===== src/rtl/core/kpn_pkg.sv =====
// Shared types, protocol constants and lamp map for the keypad node responder.
package kpn_pkg;

  // Key scan width
  localparam int KEY_W = 24;

  // Number of stored frame slots
  localparam int FRAME_SLOTS = 5;

  // Input item codes
  localparam logic ITEM_BYTE = 1'b0;
  localparam logic ITEM_END  = 1'b1;

  // Result kinds
  localparam logic KIND_LAMP = 1'b0;
  localparam logic KIND_TX   = 1'b1;

  // Frame bytes
  localparam logic [7:0] FRAME_SOF    = 8'hFA;
  localparam logic [7:0] FRAME_EOF    = 8'hFF;
  localparam logic [7:0] REPLY_LAMP   = 8'hFB;
  localparam logic [7:0] REPLY_STATUS = 8'hFC;

  // Frame command codes
  localparam logic [7:0] CMD_LAMP   = 8'd1;
  localparam logic [7:0] CMD_STATUS = 8'd2;

  // Work queued for the reply side
  typedef enum logic {
    OP_LAMP,
    OP_STATUS
  } op_t;

  typedef struct packed {
    op_t              op;
    logic [3:0]       addr;
    logic [4:0]       key;
    logic [KEY_W-1:0] keys;
  } job_t;

  // Lamp shift-register pattern for each key
  function automatic logic [KEY_W-1:0] lamp_map(input logic [4:0] key);
    logic [KEY_W-1:0] pat;
    begin
      case (key)
        5'd0:    pat = 24'h000001;
        5'd1:    pat = 24'h000080;
        5'd2:    pat = 24'h000040;
        5'd3:    pat = 24'h000020;
        5'd4:    pat = 24'h000010;
        5'd5:    pat = 24'h000008;
        5'd6:    pat = 24'h000004;
        5'd7:    pat = 24'h000002;
        5'd8:    pat = 24'h008000;
        5'd9:    pat = 24'h004000;
        5'd10:   pat = 24'h002000;
        5'd11:   pat = 24'h001000;
        5'd12:   pat = 24'h000800;
        5'd13:   pat = 24'h000400;
        5'd14:   pat = 24'h000200;
        5'd15:   pat = 24'h000100;
        5'd16:   pat = 24'h400000;
        5'd17:   pat = 24'h800000;
        5'd18:   pat = 24'h200000;
        5'd19:   pat = 24'h100000;
        5'd20:   pat = 24'h020000;
        5'd21:   pat = 24'h040000;
        5'd22:   pat = 24'h080000;
        5'd23:   pat = 24'h010000;
        default: pat = '0;
      endcase
      return pat;
    end
  endfunction

endpackage


===== src/rtl/core/kpn_front.sv =====
// Receive side: frame slot buffer, address check and command decode.
module kpn_front
  import kpn_pkg::*;
#(
  parameter int RX_DEPTH = 16,
  parameter int NUM_KEYS = 24
) (
  input  logic             clk,
  input  logic             rst,
  input  logic             in_valid,
  output logic             in_ready,
  input  logic             cmd,
  input  logic [7:0]       rx_byte,
  input  logic [KEY_W-1:0] key_states,
  input  logic             cfg_valid,
  input  logic [3:0]       node_address,
  input  logic             q_full,
  output logic             push,
  output job_t             push_job
);

  localparam int IDX_W = $clog2(RX_DEPTH);
  localparam logic [IDX_W-1:0] IDX_LAST  = IDX_W'(RX_DEPTH - 1);
  localparam logic [IDX_W-1:0] IDX_SLOTS = IDX_W'(FRAME_SLOTS);
  localparam logic [KEY_W-1:0] KEY_MASK =
    (NUM_KEYS >= KEY_W) ? {KEY_W{1'b1}} : KEY_W'((32'd1 << NUM_KEYS) - 32'd1);
  localparam logic [7:0] KEY_LIMIT = 8'(NUM_KEYS);

  logic [7:0]       frame_bytes [FRAME_SLOTS];
  logic [IDX_W-1:0] write_index;
  logic [3:0]       node_addr;
  logic             accept;
  logic             frame_ok;
  logic             is_lamp;
  logic             is_status;

  assign in_ready = !q_full;
  assign accept   = in_valid && in_ready;

  // Frame check on the stored slots
  always_comb begin
    frame_ok  = (frame_bytes[0] == FRAME_SOF) && (frame_bytes[4] == FRAME_EOF) &&
                (frame_bytes[1] == {4'b0, node_addr});
    is_lamp   = frame_ok && (frame_bytes[2] == CMD_LAMP) && (frame_bytes[3] < KEY_LIMIT);
    is_status = frame_ok && (frame_bytes[2] == CMD_STATUS);
    push      = accept && (cmd == ITEM_END) && (is_lamp || is_status);
    push_job.op   = is_lamp ? OP_LAMP : OP_STATUS;
    push_job.addr = node_addr;
    push_job.key  = frame_bytes[3][4:0];
    push_job.keys = key_states & KEY_MASK;
  end

  // Address register
  always_ff @(posedge clk) begin
    if (rst) begin
      node_addr <= '0;
    end else if (cfg_valid) begin
      node_addr <= node_address;
    end
  end

  // Write index wraps at the buffer depth; frame end rewinds it
  always_ff @(posedge clk) begin
    if (rst) begin
      write_index <= '0;
    end else if (accept) begin
      if (cmd == ITEM_END || write_index == IDX_LAST) begin
        write_index <= '0;
      end else begin
        write_index <= write_index + 1'b1;
      end
    end
  end

  // Only the low slots are kept; later bytes fall off
  always_ff @(posedge clk) begin
    if (rst) begin
      for (int i = 0; i < FRAME_SLOTS; i++) begin
        frame_bytes[i] <= '0;
      end
    end else if (accept && cmd == ITEM_BYTE && write_index < IDX_SLOTS) begin
      frame_bytes[write_index[2:0]] <= rx_byte;
    end
  end

endmodule


===== src/rtl/core/kpn_queue.sv =====
// Two-entry job queue between the receive side and the reply side.
module kpn_queue
  import kpn_pkg::*;
(
  input  logic clk,
  input  logic rst,
  input  logic push,
  input  job_t push_job,
  output logic full,
  input  logic pop,
  output logic head_valid,
  output job_t head
);

  job_t       slots [2];
  logic       wr_ptr;
  logic       rd_ptr;
  logic [1:0] count;

  assign full       = (count == 2'd2);
  assign head_valid = (count != 2'd0);
  assign head       = slots[rd_ptr];

  // Storage
  always_ff @(posedge clk) begin
    if (push) begin
      slots[wr_ptr] <= push_job;
    end
  end

  // Pointers and fill level
  always_ff @(posedge clk) begin
    if (rst) begin
      wr_ptr <= 1'b0;
      rd_ptr <= 1'b0;
      count  <= 2'd0;
    end else begin
      if (push) wr_ptr <= ~wr_ptr;
      if (pop)  rd_ptr <= ~rd_ptr;
      case ({push, pop})
        2'b10:   count <= count + 2'd1;
        2'b01:   count <= count - 2'd1;
        default: count <= count;
      endcase
    end
  end

endmodule


===== src/rtl/core/kpn_back.sv =====
// Reply side: walks one job into its reply bytes, preceded by a lamp pattern for a lamp job.
module kpn_back
  import kpn_pkg::*;
(
  input  logic             clk,
  input  logic             rst,
  input  logic             head_valid,
  input  job_t             head,
  output logic             pop,
  output logic             out_valid,
  input  logic             out_ready,
  output logic             kind,
  output logic [KEY_W-1:0] lamp_pattern,
  output logic [7:0]       tx_byte,
  output logic             last
);

  logic [2:0]       cnt;
  logic [2:0]       byte_idx;
  logic             is_lamp;
  logic             emit_pat;
  logic             key_state;
  logic [KEY_W-1:0] key_shift;
  logic [7:0]       res_byte;
  logic             res_last;
  logic             fire;

  // Pick the current result of the job at the queue head
  always_comb begin
    is_lamp   = (head.op == OP_LAMP);
    emit_pat  = is_lamp && (cnt == 3'd0);
    byte_idx  = is_lamp ? cnt - 3'd1 : cnt;
    key_shift = head.keys >> head.key;
    key_state = key_shift[0];
    case (byte_idx)
      3'd0:    res_byte = is_lamp ? REPLY_LAMP : REPLY_STATUS;
      3'd1:    res_byte = {4'b0, head.addr};
      3'd2:    res_byte = is_lamp ? CMD_LAMP : head.keys[23:16];
      3'd3:    res_byte = is_lamp ? {3'b0, head.key} : head.keys[15:8];
      3'd4:    res_byte = is_lamp ? {7'b0, key_state} : head.keys[7:0];
      default: res_byte = FRAME_EOF;
    endcase
    res_last = !emit_pat && (byte_idx == 3'd5);
    fire     = head_valid && (!out_valid || out_ready);
    pop      = fire && res_last;
  end

  // Step counter within the job
  always_ff @(posedge clk) begin
    if (rst) begin
      cnt <= '0;
    end else if (pop) begin
      cnt <= '0;
    end else if (fire) begin
      cnt <= cnt + 3'd1;
    end
  end

  // Output register
  always_ff @(posedge clk) begin
    if (rst) begin
      out_valid <= 1'b0;
    end else if (fire) begin
      out_valid <= 1'b1;
    end else if (out_ready) begin
      out_valid <= 1'b0;
    end
  end

  always_ff @(posedge clk) begin
    if (fire) begin
      kind         <= emit_pat ? KIND_LAMP : KIND_TX;
      lamp_pattern <= emit_pat ? lamp_map(head.key) : '0;
      tx_byte      <= emit_pat ? 8'd0 : res_byte;
      last         <= res_last;
    end
  end

endmodule


===== src/rtl/core/keypad_node_frame_responder_core.sv =====
// Top level of the keypad node frame responder.
// Received bytes land in the first five slots of a wrapping receive index; a frame end
// is checked in the same cycle it is accepted and, when it carries a lamp or status
// command for this node, becomes a job in a two-entry queue. The reply side turns a
// job into seven results (lamp command) or six (status command), one per cycle while
// out_ready holds; new requests keep being accepted meanwhile and in_ready drops only
// while the job queue is full. Other frames give no results. The address register is
// written through cfg_valid and node_address and is always ready.
module keypad_node_frame_responder_core
  import kpn_pkg::*;
#(
  parameter int RX_DEPTH = 16,
  parameter int NUM_KEYS = 24
) (
  input  logic             clk,
  input  logic             rst,
  input  logic             in_valid,
  output logic             in_ready,
  input  logic             cmd,
  input  logic [7:0]       rx_byte,
  input  logic [KEY_W-1:0] key_states,
  output logic             out_valid,
  input  logic             out_ready,
  output logic             kind,
  output logic [KEY_W-1:0] lamp_pattern,
  output logic [7:0]       tx_byte,
  output logic             last,
  input  logic             cfg_valid,
  output logic             cfg_ready,
  input  logic [3:0]       node_address
);

  logic push;
  job_t push_job;
  logic q_full;
  logic pop;
  logic head_valid;
  job_t head;

  assign cfg_ready = 1'b1;

  kpn_front #(
    .RX_DEPTH (RX_DEPTH),
    .NUM_KEYS (NUM_KEYS)
  ) u_front (
    .clk          (clk),
    .rst          (rst),
    .in_valid     (in_valid),
    .in_ready     (in_ready),
    .cmd          (cmd),
    .rx_byte      (rx_byte),
    .key_states   (key_states),
    .cfg_valid    (cfg_valid),
    .node_address (node_address),
    .q_full       (q_full),
    .push         (push),
    .push_job     (push_job)
  );

  kpn_queue u_queue (
    .clk        (clk),
    .rst        (rst),
    .push       (push),
    .push_job   (push_job),
    .full       (q_full),
    .pop        (pop),
    .head_valid (head_valid),
    .head       (head)
  );

  kpn_back u_back (
    .clk          (clk),
    .rst          (rst),
    .head_valid   (head_valid),
    .head         (head),
    .pop          (pop),
    .out_valid    (out_valid),
    .out_ready    (out_ready),
    .kind         (kind),
    .lamp_pattern (lamp_pattern),
    .tx_byte      (tx_byte),
    .last         (last)
  );

endmodule


===== config.mk =====
export PLATFORM = sky130hd
export DESIGN_NAME = keypad_node_frame_responder_core
export DESIGN_NICKNAME = d
export VERILOG_FILES = /design/src/rtl/core/kpn_pkg.sv /design/src/rtl/core/kpn_front.sv /design/src/rtl/core/kpn_queue.sv /design/src/rtl/core/kpn_back.sv /design/src/rtl/core/keypad_node_frame_responder_core.sv
export SDC_FILE = /design/constraint.sdc
export NUM_CORES = 1
export LEC_CHECK = 0
export BUFFER_PORTS_ARGS = -buffer_cell sky130_fd_sc_hd__buf_2
export CORE_ASPECT_RATIO = 1.2
export CORE_MARGIN = 2
export CORE_UTILIZATION = 38
export CTS_BUF_LIST = sky130_fd_sc_hd__clkbuf_8
export DETAILED_ROUTE_END_ITERATION = 16
export SYNTH_ARGS = -nofsm -noshare
export SYNTH_HDL_FRONTEND = slang
export SYNTH_SLANG_ARGS = --single-unit

===== constraint.sdc =====
create_clock -name clk -period 3.7 [get_ports clk]
set_input_delay 0 -clock clk [delete_from_list [all_inputs] [get_ports clk]]
set_output_delay 0 -clock clk [all_outputs]
set_load 0.05 [all_outputs]

==> metrics.md <==
| Metric | Value |
|---|---|
| # rows | `55` |
| Commonest non-fill, non-tap cell in the layout | `edfxtp_1` |
| Critical Path Fanout Max | `14` |
| GRT Util Overall | `0.158` |
| First DRT Iteration DRCs | `approximately 240` |
| Root Buffer | `clkbuf_8` |
| CP required | `between 3000 and 4000 ps` |
| Ys flop type | `edfxtp_1` |
| Yosys warns | `0` |
| CTS max path bufs | `2` |
| First-pass GRT wire length | `24.0 mm` |
| I/O Pins | `79` |
| Synth Instances | `roughly 530` |
| Die Y-Extent | `155 µm` |
| DRT Pass-1 Iters | `7` |
| Slew Limit Fails | `0` |
| Rel. slew slack | `0.528` |
| Synth Register Bits | `159` |
| Final hold vios | `0` |
| Final Cycle Share | `0.842` |
| # diodes | `0` |
| Drt total wl | `approximately 15 mm` |
| Layout cells sized above 1 | `0.231` |
| Initial antenna violation count | `0` |
| CTS tree | `yes` |
| Crit Path Category | `reg2reg` |
| Worst Path Arrival | `3290 ps` |
| Pin count of the biggest net entering global routing | `39` |
| Via Count | `4664` |
| Average cell area after synthesis | `around 13 µm²` |
| Max cap viols | `0` |
| Final setup TNS | `0 ps` |
| Asr flop ratio synth | `0` |
| Core Footprint | `18700 µm²` |
| Number of global-route vias before repair | `between 4000 and 5000` |
| Post-synth EDFFs | `142` |
| RSZ-0062 raised after global routing | `false` |
| Simple-Gate Fraction of Synth Area | `0.144` |
| Worst ir drop on vdd | `~0.33 mV` |
| PortBufs | `77` |
| Worst Setup Start Kind | `flip-flop` |
| Initial Util | `0.384` |
| Filler Cells Inserted | `between 1500 and 2000` |
| Outcome | `finished clean` |
| Min Tclk post-route | `between 3000 and 4000 ps` |
| Post-synthesis adder-cell area fraction | `0.0104` |
| Setup-failing EPs final | `0` |
| CTS Sinks | `~160` |
| H-tree Lvls | `4` |
| Area Growth Syn to Fin | `21.6%` |
| Die width | `between 100 and 150 µm` |
| Static Leakage | `0.00309 µW` |
| DRC | `0` |
| Sequential fraction of the synthesis area | `0.641` |
| Total gr overflow | `0` |
| CTS Buf Count | `17` |
| Final instance area | `slightly below 9000 µm²` |
| Synthesized netlist net count | `a little under 600` |
| Post-Place Cell Area | `about 7800 µm²` |
| CP Capture Type | `flip-flop` |
| Compound-Gate Fraction of Synth Area | `0.0653` |
| Most frequent cells in the layout | `edfxtp_1, buf_2, nor2_1` |
| WL/cell | `between 15 and 20 µm` |
| Die area | `roughly 20000 µm²` |
| Final antenna-violating net count | `0` |
| Largest family of logic cells by synthesized area | `simple AND/OR/NAND/NOR gates` |
| Least-Margin Pin Slew | `691 ps` |
| PD cells | `just under 400 nW/µm²` |
| DP HPWL | `about 11 mm` |
| Clk_skew | `around 14 ps` |
| Netlist cell types | `56` |
| Mapped cell area | `7190 µm²` |
| Post-Synth XOR/XNOR Area | `0.0146` |
| Mux share of post-synthesis cell area | `0.100` |
| Via density | `5.02` |
| Max Fclk | `between 300 and 400 MHz` |
| GP Congestion | `between 0.8 and 0.9` |
| Nets | `just over 700` |
| Min-Delay Path Class | `in2reg` |
| Clock Latency Late Sink | `about 460 ps` |
| Buffer count from post-CTS setup fixing | `0` |
| CTS clk-pin slew, worst paths | `80 ps` |
## path summary, 6_finish.rpt
path,from,endpoint,slack [ps],depth (start not counted)
setup / recovery,u_back.cnt[0]$_SDFFE_PP0P_,u_back.tx_byte[0]$_SDFFCE_PN0P_,580,8
hold reg to reg,u_front.frame_bytes[3][0]$_SDFFCE_PN0P_,u_queue.slots[1][24]$_DFFE_PP_,450,0
setup reg to reg,u_back.cnt[0]$_SDFFE_PP0P_,u_back.tx_byte[0]$_SDFFCE_PN0P_,580,8
hold / removal,key_states[23],u_queue.slots[0][23]$_DFFE_PP_,270,2
## where the power goes
part           internal [µW]  switching, µW
Clock                    713            614
Combinational           66.5           54.4
Sequential              1960           13.2
## layer usage
metal	vias to the layer above	routed length, µm	part of all wire	global-route usage
li1	2254	-	-	-
met1	2257	6400	0.42	0.193
met2	126	7750	0.51	0.267
met3	27	794	0.052	0.0419
met4	0	302	0.020	0.0594
met5	-	0	0	0
## Yosys cell counts, types with 4 or more instances
library cell / count / area share
nor2_1: 54 / 0.028
clkbuf_1: 11 / 0.0057
inv_1: 9 / 0.0047
nor4_1: 5 / 0.0044
nand4_1: 7 / 0.0061
mux2i_1: 37 / 0.052
buf_2: 7 / 0.0049
mux2_2: 21 / 0.033
or2_2: 6 / 0.0052
ha_1: 6 / 0.010
a221oi_1: 7 / 0.0085
a21oi_1: 18 / 0.013
xnor2_1: 7 / 0.0085
xor2_1: 5 / 0.0061
and2_1: 41 / 0.036
a31oi_1: 5 / 0.0044
o22ai_1: 4 / 0.0035
edfxtp_1: 142 / 0.59
buf_4: 5 / 0.0052
dfxtp_1: 17 / 0.047
o21ai_0: 14 / 0.0097
nor4_4: 5 / 0.015
nor2b_1: 5 / 0.0044
nand2_1: 26 / 0.014
nand3_1: 8 / 0.0056
nand2b_1: 6 / 0.0052
nor3_1: 10 / 0.0070
## state kept, by name (all words and copies together), names as in the netlist, named ones only
| register | count |
|---|---|
| u_front.write_index | 4 |
| u_back.last | 1 |
| u_back.tx_byte | 8 |
| u_front.node_addr | 4 |
| u_queue.rd_ptr | 1 |
| u_back.kind | 1 |
| u_back.cnt | 3 |
| u_back.lamp_pattern | 24 |
| u_queue.wr_ptr | 1 |
| u_front.frame_bytes | 40 |
| u_queue.count | 2 |
| u_back.out_valid | 1 |
| u_queue.slots | 68 |
## stage by stage
stage | cells | setup WS, ps | util | hold slack, ps | power [µW]
2_1_floorplan | 533 | 364 | - | 98.9 | 2050
3_3_place_gp | 847 | 844 | 0.417 | 188 | 2090
3_5_place_dp | 847 | 686 | 0.417 | 192 | 2100
4_1_cts | 930 | 661 | 0.467 | 242 | 3460
5_1_grt | 930 | 366 | 0.467 | 254 | 3530
6_report | 930 | 584 | 0.467 | 269 | 3420
## critical path, cell delays in order (launching register included)
cell	delay, ps
dfxtp_1	600
inv_1	200
ha_1	490
nor3b_1	90
mux2i_1	240
o32a_1	390
nor2_1	90
a2111oi_0	560
o22ai_1	180
## repair_timing
action | 4_1_cts | 5_1_grt
resized for setup | 0 | 0
hold buffers | 51 | 0
hold endpoints to repair | 102 | 0
## area by class of cell
| cell class | instances | area (µm²) | area share |
|---|---|---|---|
| Sequential cell | 159 | 4610 | 0.527 |
| Multi-Input combinational cell | 340 | 2420 | 0.277 |
| Timing Repair Buffer | 134 | 941 | 0.108 |
| Tap cell | 256 | 320 | 0.0367 |
| Clock buffer | 20 | 275 | 0.0315 |
| Clock inverter | 12 | 141 | 0.0162 |
| Inverter | 9 | 33.8 | 0.00387 |
## kinds of logic (layout without fill, tap and decap cells)
kind of cell | Yosys count | count (layout)
and+or+nand+nor | 186 | 186
DFF | 159 | 159
AOI/OAI and AO/OA | 71 | 71
muxes | 64 | 64
buffers and inverters | 34 | 175
xor gates and xnor gates | 12 | 12
adders and majority gates | 6 | 6
other | 1 | 1
Note: power is estimated with default switching activity, not from simulation.
